### src/rtl/core/dle_stuffed_frame_parser_assert.svh
// Assertion macros shared by the frame parser modules.
`ifndef DLE_STUFFED_FRAME_PARSER_ASSERT_SVH
`define DLE_STUFFED_FRAME_PARSER_ASSERT_SVH

// Same-cycle implication, sampled on the rising clock edge outside of reset.
`define DSFP_ASSERT_NOW(label, ante, cons, msg) \
   label: assert property (@(posedge clock) disable iff (reset) (ante) |-> (cons)) \
      else $error(msg);

// Next-cycle implication, sampled on the rising clock edge outside of reset.
`define DSFP_ASSERT_NEXT(label, ante, cons, msg) \
   label: assert property (@(posedge clock) disable iff (reset) (ante) |=> (cons)) \
      else $error(msg);

`endif

### src/rtl/core/dsfp_pkg.sv
// Shared types and constants of the byte-stuffed frame parser.
package dsfp_pkg;

   localparam logic [7:0] STX_BYTE  = 8'h02;
   localparam logic [7:0] DLE_BYTE  = 8'h10;
   localparam logic [7:0] REPLY_BIT = 8'h20;

   localparam int          LIMIT_W     = 9;
   localparam logic [8:0]  LIMIT_RESET = 9'd256;

   localparam int FIFO_DEPTH = 4;
   localparam int FIFO_PTR_W = $clog2(FIFO_DEPTH);
   localparam int FIFO_CNT_W = FIFO_PTR_W + 1;

   typedef enum logic [1:0] {
      TOK_DATA  = 2'd0,
      TOK_START = 2'd1,
      TOK_IDLE  = 2'd2
   } tok_kind_type;

   typedef struct packed {
      tok_kind_type kind;
      logic [7:0]   value;
   } token_type;

   typedef enum logic [1:0] {
      KIND_DATA = 2'd0,
      KIND_GOOD = 2'd1,
      KIND_BAD  = 2'd2
   } kind_type;

   typedef enum logic [2:0] {
      ST_HUNT = 3'd0,
      ST_CMD  = 3'd1,
      ST_ADDR = 3'd2,
      ST_LEN  = 3'd3,
      ST_BODY = 3'd4
   } field_state_type;

endpackage

### src/rtl/core/dsfp_front.sv
// Front end: resolves DLE escapes and classifies each received byte into a token.
module dsfp_front (
   input  logic                clock,
   input  logic                reset,
   input  logic                req_valid,
   output logic                req_ready,
   input  logic                req_opcode,
   input  logic [7:0]          req_rx_byte,
   input  logic                queue_ready,
   output logic                push_valid,
   output dsfp_pkg::token_type push_token
);

   logic escape_ff;
   logic escape_in;
   logic emit;
   logic accept;

   assign req_ready = queue_ready;
   assign accept    = req_valid && req_ready;

   always_comb begin
      escape_in        = escape_ff;
      emit             = 1'b0;
      push_token.kind  = dsfp_pkg::TOK_DATA;
      push_token.value = req_rx_byte;
      if (req_opcode) begin
         escape_in       = 1'b0;
         emit            = 1'b1;
         push_token.kind = dsfp_pkg::TOK_IDLE;
      end else if (req_rx_byte == dsfp_pkg::STX_BYTE) begin
         emit      = 1'b1;
         escape_in = 1'b0;
         if (!escape_ff) begin
            push_token.kind = dsfp_pkg::TOK_START;
         end
      end else if (req_rx_byte == dsfp_pkg::DLE_BYTE) begin
         escape_in = !escape_ff;
         emit      = escape_ff;
      end else begin
         emit = !escape_ff;
      end
   end

   assign push_valid = accept && emit;

   always_ff @(posedge clock) begin
      if (reset) begin
         escape_ff <= 1'b0;
      end else if (accept) begin
         escape_ff <= escape_in;
      end
   end

endmodule

### src/rtl/core/dsfp_fifo.sv
// Short token queue between the front end and the frame parser.
`include "dle_stuffed_frame_parser_assert.svh"

module dsfp_fifo (
   input  logic                clock,
   input  logic                reset,
   input  logic                push_valid,
   input  dsfp_pkg::token_type push_token,
   output logic                push_ready,
   output logic                pop_valid,
   input  logic                pop,
   output dsfp_pkg::token_type pop_token
);

   dsfp_pkg::token_type                entry_ff [dsfp_pkg::FIFO_DEPTH];
   logic [dsfp_pkg::FIFO_PTR_W-1:0]    wr_ptr_ff;
   logic [dsfp_pkg::FIFO_PTR_W-1:0]    rd_ptr_ff;
   logic [dsfp_pkg::FIFO_CNT_W-1:0]    count_ff;
   logic [dsfp_pkg::FIFO_CNT_W-1:0]    count_in;
   logic                               do_push;
   logic                               do_pop;

   assign push_ready = (count_ff != dsfp_pkg::FIFO_CNT_W'(dsfp_pkg::FIFO_DEPTH));
   assign pop_valid  = (count_ff != '0);
   assign pop_token  = entry_ff[rd_ptr_ff];
   assign do_push    = push_valid && push_ready;
   assign do_pop     = pop && pop_valid;

   always_comb begin
      count_in = count_ff;
      if (do_push && !do_pop) begin
         count_in = count_ff + 1'b1;
      end else if (do_pop && !do_push) begin
         count_in = count_ff - 1'b1;
      end
   end

   always_ff @(posedge clock) begin
      if (reset) begin
         wr_ptr_ff <= '0;
         rd_ptr_ff <= '0;
         count_ff  <= '0;
      end else begin
         count_ff <= count_in;
         if (do_push) begin
            wr_ptr_ff <= wr_ptr_ff + 1'b1;
         end
         if (do_pop) begin
            rd_ptr_ff <= rd_ptr_ff + 1'b1;
         end
      end
   end

   always_ff @(posedge clock) begin
      if (do_push) begin
         entry_ff[wr_ptr_ff] <= push_token;
      end
   end

   `DSFP_ASSERT_NOW(a_no_push_when_full, push_valid, push_ready, "token pushed into a full queue")
   `DSFP_ASSERT_NEXT(a_push_lands, do_push && !do_pop, count_ff != '0, "pushed token lost")

endmodule

### src/rtl/core/dsfp_back.sv
// Back end: frame field sequencing, checksum and result register.
`include "dle_stuffed_frame_parser_assert.svh"

module dsfp_back (
   input  logic                clock,
   input  logic                reset,
   input  logic                tok_valid,
   input  dsfp_pkg::token_type tok,
   output logic                pop,
   input  logic [8:0]          payload_limit,
   output logic                rsp_valid,
   input  logic                rsp_ready,
   output logic [1:0]          rsp_kind,
   output logic [7:0]          rsp_command,
   output logic [7:0]          rsp_address,
   output logic [7:0]          rsp_length,
   output logic [7:0]          rsp_data_byte,
   output logic [7:0]          rsp_byte_index,
   output logic                rsp_truncated
);

   dsfp_pkg::field_state_type state_ff, state_in;
   logic [7:0] sum_ff, sum_in;
   logic [7:0] cmd_ff, cmd_in;
   logic [7:0] addr_ff, addr_in;
   logic [7:0] len_ff, len_in;
   logic [7:0] count_ff, count_in;
   logic       ovf_ff, ovf_in;

   logic                rsp_valid_ff, rsp_valid_in;
   dsfp_pkg::kind_type  rsp_kind_ff, rsp_kind_in;
   logic [7:0]          rsp_command_ff, rsp_command_in;
   logic [7:0]          rsp_address_ff, rsp_address_in;
   logic [7:0]          rsp_length_ff, rsp_length_in;
   logic [7:0]          rsp_data_ff, rsp_data_in;
   logic [7:0]          rsp_index_ff, rsp_index_in;
   logic                rsp_trunc_ff, rsp_trunc_in;

   logic       out_free;
   logic       emit;
   logic [8:0] next_pos;

   assign out_free = !rsp_valid_ff || rsp_ready;
   assign pop      = tok_valid && out_free;
   assign next_pos = {1'b0, count_ff} + 9'd1;

   always_comb begin
      state_in       = state_ff;
      sum_in         = sum_ff;
      cmd_in         = cmd_ff;
      addr_in        = addr_ff;
      len_in         = len_ff;
      count_in       = count_ff;
      ovf_in         = ovf_ff;
      emit           = 1'b0;
      rsp_kind_in    = dsfp_pkg::KIND_DATA;
      rsp_data_in    = 8'd0;
      rsp_index_in   = 8'd0;
      if (pop) begin
         case (tok.kind)
            dsfp_pkg::TOK_IDLE: begin
               state_in = dsfp_pkg::ST_HUNT;
               sum_in   = 8'd0;
               cmd_in   = 8'd0;
               addr_in  = 8'd0;
               len_in   = 8'd0;
               count_in = 8'd0;
               ovf_in   = 1'b0;
            end
            dsfp_pkg::TOK_START: begin
               state_in = dsfp_pkg::ST_CMD;
               sum_in   = 8'd0;
               cmd_in   = 8'd0;
               len_in   = 8'd0;
               count_in = 8'd0;
               ovf_in   = 1'b0;
            end
            dsfp_pkg::TOK_DATA: begin
               case (state_ff)
                  dsfp_pkg::ST_CMD: begin
                     sum_in = sum_ff + tok.value;
                     if ((tok.value & dsfp_pkg::REPLY_BIT) != 8'd0) begin
                        cmd_in   = tok.value;
                        state_in = dsfp_pkg::ST_ADDR;
                     end else begin
                        cmd_in   = 8'd0;
                        state_in = dsfp_pkg::ST_HUNT;
                     end
                  end
                  dsfp_pkg::ST_ADDR: begin
                     addr_in  = tok.value;
                     sum_in   = sum_ff + tok.value;
                     state_in = dsfp_pkg::ST_LEN;
                  end
                  dsfp_pkg::ST_LEN: begin
                     len_in   = tok.value;
                     count_in = 8'd0;
                     sum_in   = sum_ff + tok.value;
                     state_in = dsfp_pkg::ST_BODY;
                  end
                  dsfp_pkg::ST_BODY: begin
                     if (count_ff < len_ff) begin
                        count_in = count_ff + 8'd1;
                        sum_in   = sum_ff + tok.value;
                        if (next_pos < payload_limit) begin
                           emit         = 1'b1;
                           rsp_kind_in  = dsfp_pkg::KIND_DATA;
                           rsp_data_in  = tok.value;
                           rsp_index_in = count_ff;
                        end else begin
                           ovf_in = 1'b1;
                        end
                     end else begin
                        state_in    = dsfp_pkg::ST_HUNT;
                        emit        = 1'b1;
                        rsp_kind_in = (tok.value == sum_ff) ? dsfp_pkg::KIND_GOOD
                                                            : dsfp_pkg::KIND_BAD;
                     end
                  end
                  default: begin
                     state_in = state_ff;
                  end
               endcase
            end
            default: begin
               state_in = state_ff;
            end
         endcase
      end
      rsp_command_in = cmd_ff;
      rsp_address_in = addr_ff;
      rsp_length_in  = len_ff;
      rsp_trunc_in   = ovf_ff;
      if (emit) begin
         rsp_valid_in = 1'b1;
      end else if (rsp_ready) begin
         rsp_valid_in = 1'b0;
      end else begin
         rsp_valid_in = rsp_valid_ff;
      end
   end

   always_ff @(posedge clock) begin
      if (reset) begin
         state_ff     <= dsfp_pkg::ST_HUNT;
         sum_ff       <= 8'd0;
         cmd_ff       <= 8'd0;
         addr_ff      <= 8'd0;
         len_ff       <= 8'd0;
         count_ff     <= 8'd0;
         ovf_ff       <= 1'b0;
         rsp_valid_ff <= 1'b0;
      end else begin
         state_ff     <= state_in;
         sum_ff       <= sum_in;
         cmd_ff       <= cmd_in;
         addr_ff      <= addr_in;
         len_ff       <= len_in;
         count_ff     <= count_in;
         ovf_ff       <= ovf_in;
         rsp_valid_ff <= rsp_valid_in;
      end
   end

   always_ff @(posedge clock) begin
      if (emit) begin
         rsp_kind_ff    <= rsp_kind_in;
         rsp_command_ff <= rsp_command_in;
         rsp_address_ff <= rsp_address_in;
         rsp_length_ff  <= rsp_length_in;
         rsp_data_ff    <= rsp_data_in;
         rsp_index_ff   <= rsp_index_in;
         rsp_trunc_ff   <= rsp_trunc_in;
      end
   end

   assign rsp_valid      = rsp_valid_ff;
   assign rsp_kind       = rsp_kind_ff;
   assign rsp_command    = rsp_command_ff;
   assign rsp_address    = rsp_address_ff;
   assign rsp_length     = rsp_length_ff;
   assign rsp_data_byte  = rsp_data_ff;
   assign rsp_byte_index = rsp_index_ff;
   assign rsp_truncated  = rsp_trunc_ff;

   `DSFP_ASSERT_NOW(a_pop_frees_output, pop && rsp_valid_ff, rsp_ready, "token consumed while the result register is held")
   `DSFP_ASSERT_NEXT(a_frame_end_hunts, emit && (rsp_kind_in != dsfp_pkg::KIND_DATA), state_ff == dsfp_pkg::ST_HUNT, "parser did not return to hunting after a frame end")
   `DSFP_ASSERT_NOW(a_index_in_length, rsp_valid_ff && (rsp_kind_ff == dsfp_pkg::KIND_DATA), rsp_index_ff < len_ff, "payload index beyond the declared length")

endmodule

### src/rtl/core/dle_stuffed_frame_parser.sv
// Top level of the STX/DLE byte-stuffed frame parser with additive checksum.
// The parser sustains one received byte per clock cycle while the queue has
// room. A front end resolves DLE escapes and pushes tokens into a four-entry
// queue; the frame parser pops one token per cycle whenever its output
// register is empty or being transferred, and registers each result there.
// Input is accepted as long as the queue has room, even while a result waits.
// The payload limit register may be written only while the parser is idle.
module dle_stuffed_frame_parser (
   input  logic       clock,
   input  logic       reset,
   input  logic       req_valid,
   output logic       req_ready,
   input  logic       req_opcode,
   input  logic [7:0] req_rx_byte,
   output logic       rsp_valid,
   input  logic       rsp_ready,
   output logic [1:0] rsp_kind,
   output logic [7:0] rsp_command,
   output logic [7:0] rsp_address,
   output logic [7:0] rsp_length,
   output logic [7:0] rsp_data_byte,
   output logic [7:0] rsp_byte_index,
   output logic       rsp_truncated,
   input  logic       csr_write_enable,
   input  logic [8:0] csr_write_data
);

   logic [dsfp_pkg::LIMIT_W-1:0] limit_ff;
   logic                         push_valid;
   dsfp_pkg::token_type          push_token;
   logic                         queue_ready;
   logic                         tok_valid;
   dsfp_pkg::token_type          tok;
   logic                         pop;

   always_ff @(posedge clock) begin
      if (reset) begin
         limit_ff <= dsfp_pkg::LIMIT_RESET;
      end else if (csr_write_enable) begin
         limit_ff <= csr_write_data;
      end
   end

   dsfp_front u_front (
      .clock       (clock),
      .reset       (reset),
      .req_valid   (req_valid),
      .req_ready   (req_ready),
      .req_opcode  (req_opcode),
      .req_rx_byte (req_rx_byte),
      .queue_ready (queue_ready),
      .push_valid  (push_valid),
      .push_token  (push_token)
   );

   dsfp_fifo u_fifo (
      .clock      (clock),
      .reset      (reset),
      .push_valid (push_valid),
      .push_token (push_token),
      .push_ready (queue_ready),
      .pop_valid  (tok_valid),
      .pop        (pop),
      .pop_token  (tok)
   );

   dsfp_back u_back (
      .clock          (clock),
      .reset          (reset),
      .tok_valid      (tok_valid),
      .tok            (tok),
      .pop            (pop),
      .payload_limit  (limit_ff),
      .rsp_valid      (rsp_valid),
      .rsp_ready      (rsp_ready),
      .rsp_kind       (rsp_kind),
      .rsp_command    (rsp_command),
      .rsp_address    (rsp_address),
      .rsp_length     (rsp_length),
      .rsp_data_byte  (rsp_data_byte),
      .rsp_byte_index (rsp_byte_index),
      .rsp_truncated  (rsp_truncated)
   );

endmodule
### config.mk
export PLATFORM = sky130hd
export DESIGN_NAME = dle_stuffed_frame_parser
export DESIGN_NICKNAME = d
export VERILOG_FILES = /design/src/rtl/core/dsfp_pkg.sv /design/src/rtl/core/dsfp_front.sv /design/src/rtl/core/dsfp_fifo.sv /design/src/rtl/core/dsfp_back.sv /design/src/rtl/core/dle_stuffed_frame_parser.sv
export VERILOG_INCLUDE_DIRS = /design/src /design/src/rtl/core
export SDC_FILE = /design/constraint.sdc
export NUM_CORES = 1
export LEC_CHECK = 0
export CAP_MARGIN = 0
export CELL_PAD_IN_SITES_DETAIL_PLACEMENT = 1
export CELL_PAD_IN_SITES_GLOBAL_PLACEMENT = 1
export CORE_ASPECT_RATIO = 0.5
export CORE_MARGIN = 2
export CORE_UTILIZATION = 51
export DETAILED_ROUTE_END_ITERATION = 12
export DONT_BUFFER_PORTS = 1
export MAX_ROUTING_LAYER = met4
export PLACE_DENSITY_LB_ADDON = 0.1
export SYNTH_ARGS = -nofsm -noshare
export SYNTH_HDL_FRONTEND = slang
export SYNTH_HIERARCHICAL = 1
export SYNTH_SLANG_ARGS = --single-unit
### constraint.sdc
create_clock -name clock -period 6.8 [get_ports clock]
set_input_delay 0.68 -clock clock [delete_from_list [all_inputs] [get_ports clock]]
set_output_delay 0.68 -clock clock [all_outputs]
set_load 0.02 [all_outputs]
---- Word level (Yosys, flattened, before mapping) ----
Memories as Yosys holds them, arrays and structs flattened. A register that Yosys moved wholly into a read port is not among the register bits.
Cells that the tools add are included.
cells by class
  add/sub/neg operators ................... 7
  order comparisons ....................... 2
  eq/ne operators ......................... 21
  multiplexer cells ....................... 44
  bitwise logic cells ..................... 3
  reductions and logical operators ........ 32
operator list
  kind                                                    number
  case mux 8 bit (2 select lines)                         7
  2-to-1 mux 8 bit                                        6
  2-to-1 mux 1 bit                                        19
  2-to-1 mux 2 bit                                        6
  case mux 3 bit (4 select lines)                         1
  AND reduction 4 bit                                     3
  AND reduction 5 bit                                     2
  adder 8 x 1 -> 9 bit (second input constant)            1
  < comparator 9 bit                                      1
  2-to-1 mux 3 bit                                        3
  inequality test 3 x 2 -> 1 bit (second input constant)  3
  case mux 3 bit (3 select lines)                         1
  AND reduction 3 bit                                     3
  nonzero test 3 bit                                      3
  adder 8 x 1 -> 8 bit (second input constant)            1
  adder 8 bit                                             1
  equality test 8 x 2 -> 1 bit (second input constant)    1
  equality test 8 x 5 -> 1 bit (second input constant)    1
  equality test 8 bit                                     1
  < comparator 8 bit                                      1
  inequality test 2 bit (second input constant)           4
  nonzero test 2 bit                                      4
  logical AND 1 bit                                       7
  equality test 3 x 2 -> 1 bit (second input constant)    2
  other kinds (19)                                        27
word-level totals
  flip-flop bits (word level) ............. 105
  memory bits (writable) .................. 40
  input bits .............................. 23
  output and inout bits ................... 45
  word-level logic and storage cells ...... 130
  memories ................................ 1
memory list
  name             depth  width  rd ports  clocked after Yosys merged registers in  write ports  RTL line         source
  u_fifo.entry_ff  4      10     1         1                                        1            dsfp_fifo.sv:15  dsfp_pkg::token_type entry_ff [dsfp_pkg::FIFO_DEPTH];

---- Longest topological paths before layout ----
  depth after elaboration ................. 10
  depth in mapped cells ................... 12
  mapped depth without buffers ............ 11

---- Hierarchy ----
Netlist, hierarchy kept.
modules (own cells, without submodules)
  module                    times used  cells each  area an instance (um^2)  sequential area each (um^2)
  dsfp_back                 1           424         4352.9                   2192.1
  dsfp_fifo                 1           100         1928.1                   1381.3
  dle_stuffed_frame_parser  1           29          324.1                    180.2
  dsfp_front                1           30          241.5                    20.0

---- Least setup slack after synthesis ----
No wires, ideal clock.
  kind .................................... reg2reg
  from .................................... register u_back.count_ff[0]
  to ...................................... register u_back.rsp_address_ff[0], in the netlist u_back/rsp_address[0], enable pin
  setup time .............................. 0.448 ns
  arrival time ............................ 4.279 ns
  data required time ...................... 6.352 ns
  path slack .............................. 2.073 ns
  cell stages (with the launch flop) ...... 10
  buffers on the path ..................... 0
  period minus slack after synthesis ...... 4.727 ns
  cell sequence ........................... dfxtp_1 -> ha_1 -> and3_1 -> and3_1 -> and3_1 -> ha_1 -> and4_1 -> a2111o_1 -> o22ai_1 -> nor2b_1
between the ends
  cells in the longest elaborated chain, start to end .. 7
  elaborated cells between the ends (all ways) .. 8
  those cells by class .................... 1 x add/sub; 2 x order compare; 5 x mux
ends and longest elaborated chain
  element                 RTL line          source
  from (decl)             dsfp_back.sv:27   logic [7:0] count_ff, count_in;
  from (signal assigned)  dsfp_back.sv:159  count_ff <= count_in;
  adder 8 x 1 -> 9 bit    dsfp_back.sv:45   assign next_pos = {1'b0, count_ff} + 9'd1;
  < comparator 9 bit      dsfp_back.sv:105  if (next_pos < payload_limit) begin
  2-to-1 mux 1 bit        dsfp_back.sv:105
  2-to-1 mux 1 bit *      dsfp_back.sv:102  if (count_ff < len_ff) begin
  2-to-1 mux 1 bit *      dsfp_back.sv:79   case (state_ff)
  2-to-1 mux 1 bit *      dsfp_back.sv:60   case (tok.kind)
  2-to-1 mux 1 bit *      dsfp_back.sv:59   if (pop) begin
  net u_back.emit         dsfp_back.sv:40   logic emit;
  to (signal assigned)    dsfp_back.sv:169  rsp_address_ff <= rsp_address_in;
  to (decl)               dsfp_back.sv:33   logic [7:0] rsp_address_ff, rsp_address_in;
The timed path passes the listed nets; every way through them passes the cells marked *.
A chain may end at the register's enable or synchronous reset.

==> reports/results.txt <==
status -> finished clean
initial antenna violation count -> 0
Final HPWL DP -> 11.0 mm
Layout Cell Area excl Fill -> 7530 um2
Final Wtd Congestion -> 0.850
Hold Crit Start -> reset
ys flop type -> edfxtp_1
Post-Synth Adder-Cell Area -> 6.43%
row count -> 29
diode count -> 0
Avg WL per Cell -> 21.5 um
leading area contributor after synthesis -> edfxtp_1
postcts setup bufs -> 0
clock tree sinks -> 147
drt via density -> 6.06
io pins -> 68
Final ANT Viol Nets -> 0
area delta synth->final -> 9.94%
grt ovf -> 0
area post-placement -> 6910 um2
cells after synthesis -> 583
clock buffer depth -> 2
simple-gate area share of the yosys netlist -> 13.1%
unique cell type count in the Yosys netlist -> 72
Die X -> 168 um
Clock Pin Slew Worst Setup and Hold Paths -> 0.07 ns
Clock Skew -> 0.0146 ns
drt first pass iters -> 5
arrival time worst endpoint -> 4.25 ns
max cap viols -> 0
Num CTS Buffers -> 17
CP required -> 6.87 ns
H-tree depth -> 4
XOR/XNOR share of the synthesized area -> 2.05%
Iteration-0 DRC Markers -> 256
crit start category -> flip-flop
DRC -> 0
syn avg cell area -> 11.7 um2
Synth async-reset ratio -> 0%
Syn Nets -> 640
min Tclk post-route -> 4.18 ns
Slew headroom -> 23.1%
Power Dens Cells -> 374 nW/um2
Yosys top cell area share -> 36.4%
Peak VDD IR -> 0.157 mV
Hold Path Stages -> 1
routed wire length -> 16.2 mm
Lkg Pwr -> 2.69 nW
first-pass GRT wire length -> 25.4 mm
kind of critical path -> flip-flop to flip-flop
GRT Util Overall -> 24.1%
Final Setup Violations -> 0
maximum clock rate -> 0.239 GHz
Post-synth EDFFs -> 83
Worst Path Max Fanout -> 35
largest family of logic cells by synthesized area -> compound AO/OA/AOI/OAI gates
Port Buffer Count -> 0
unrepaired setup endpoints after global routing -> false
hold buffer count at cts -> 0
Worst Hold Class -> input port to flip-flop
area fraction in compound gates after synthesis -> 13.5%
Yosys warning total -> 6
DR vias -> 4,581
clock latency on the worst-skew pair -> 0.43 ns
Post-CTS Resized -> 0
largest cells by area after synthesis -> edfxtp_1 36%, dfxtp_1 19%, ha_1 5.8%, mux4_2 3.3%, a21oi_1 3.1%
Final Cycle Share -> 61.4%
largest net degree at the start of global routing -> 64
post-synthesis cell area -> 6850 um2
Final Max Slew Viols -> 0
Die H -> 85.9 um
worst r2r dst -> u_back/rsp_byte_index[1]
R2R setup slack -> 2.62 ns
CP endpoint kind -> flip-flop
FF+latch count, synth -> 147
Starting Density -> 53.2%
final setup margin -> 2.62 ns
mux cell area share after synthesis -> 5.12%
die area -> 14,400 um2
reg2reg path depth -> 9
worst slew pin tran -> 1.15 ns
share of cells above drive strength 1 -> 11.1%
sequential share of the synthesized area -> 55.1%
setup_tns -> 0 ns
Final nets -> 630
TritonCTS clock tree -> done
clock root buffer -> clkbuf_16
Worst Setup Slack post-DPL -> 2.64 ns
Fillers -> 1,322
CORE AREA -> 12,900 um2
WHS Endpoint -> u_fifo/count_ff[2]
final hold violations -> 0
vias in the first global route -> 4,649
cell usage in the layout, fill, tap and decap left out, drive strengths merged, types with 4 or more instances in the layout:
cell     count
clkinv       6
o21ai       15
dfxtp       64
o31ai        4
xor2        12
and3         7
mux4        10
o2111ai     10
nor2b        7
o211ai      12
o311ai       4
nand2b       7
nor2        26
nand3       19
nor4         7
inv         41
nor3         7
nand4       10
a21oi       43
clkbuf      17
nand2       46
buf          5
a22o         5
a31oi        7
and2        21
xnor2        4
mux2i       11
ha          32
edfxtp      83
synthesized netlist by cell type, types with 3 or more instances:
library cell	number
a21oi_1	43
o311ai_0	3
o211ai_1	12
nor2b_1	6
nand4_1	10
o21ai_1	4
nor3_1	6
buf_4	10
dfxtp_1	64
a22o_1	5
nor2_1	25
clkbuf_1	15
o2111ai_1	10
a41oi_1	3
xnor2_1	4
ha_1	32
edfxtp_1	83
a31oi_1	7
xor2_1	12
and2_1	21
inv_1	34
mux4_2	10
mux2i_1	11
nand3_1	19
o21ai_0	11
and3_1	7
o31ai_1	3
nand2_1	45
nor4_1	5
nand2b_1	7
buf_6	3
critical path, stage by stage (launching register included):
cell,delay (ns)
dfxtp_1,0.74
mux4_2,0.63
inv_1,0.10
ha_1,0.16
buf_4,0.32
inv_1,0.27
a2111o_1,0.47
o22ai_1,0.23
nor2b_4,0.39
buf_4,0.48
worst max-delay path by stage:
stage / from / endpoint / slack, ns
after floorplan: u_back/count_ff[0] / u_back/rsp_address[0] / 2.07
after global placement: flip-flop / u_back/rsp_byte_index[1] / 2.75
after detailed placement: flip-flop / u_back/rsp_byte_index[1] / 2.64
after CTS: flip-flop / u_back/rsp_data_byte[0] / 2.61
after global routing: flip-flop / u_back/rsp_byte_index[1] / 2.34
final: flip-flop / u_back/rsp_byte_index[1] / 2.62
logic make-up after synthesis:
group / Yosys count
mux: 22
flops: 147
simple gates: 167
xor+xnor: 16
compound gates: 129
fa+ha+maj: 34
buf+inv: 68
metrics by stage:
step	std cells	total power [W]	hold slack, ns	utilization [%]
floorplan	583	0.00164	0.408	-
global placement	724	0.00182	0.414	53.7
detailed placement	724	0.00184	0.417	53.7
CTS	756	0.00282	0.312	58.4
global route	756	0.00295	0.318	58.4
finish	756	0.00281	0.322	58.4
state kept, by name, indices dropped and copies added, names as in the netlist, named ones only:
register / count
limit_ff: 9
u_back/addr_ff: 8
u_back/cmd_ff: 8
u_back/count_ff: 8
u_back/len_ff: 8
u_back/ovf_ff: 1
u_back/rsp_address: 8
u_back/rsp_byte_index: 8
u_back/rsp_command: 8
u_back/rsp_data_byte: 8
u_back/rsp_kind: 2
u_back/rsp_length: 8
u_back/rsp_truncated: 1
u_back/rsp_valid: 1
u_back/state_ff: 3
u_back/sum_ff: 8
u_fifo/count_ff: 3
u_fifo/entry_ff: 40
u_fifo/rd_ptr_ff: 2
u_fifo/wr_ptr_ff: 2
u_front/escape_ff: 1
metal layers:
| metal | GRT usage [%] | vias to the layer above | part of all wire, % |
|---|---|---|---|
| met5 | - | - | 0 |
| met4 | 9.33 | 0 | 1.6 |
| met3 | 4.98 | 20 | 3.6 |
| met2 | 39.8 | 93 | 49 |
| met1 | 29.6 | 2320 | 46 |
| li1 | - | 2148 | - |
power breakdown:
part	internal (W)	switching, W
sequential	0.00101	0.0000659
clock	0.000558	0.000409
combinational	0.000246	0.000521
total	0.00182	0.000996
cell type report:
cell class	instances	area, um2	share of cell area, %
multi-input combinational	368	2760	36.7
inverter	34	128	1.70
timing repair buffer	5	37.5	0.499
clock buffer	17	425	5.65
clock inverter	15	190	2.53
sequential	147	3770	50.1
tap	170	213	2.83
(Power assumes the default switching activity.)
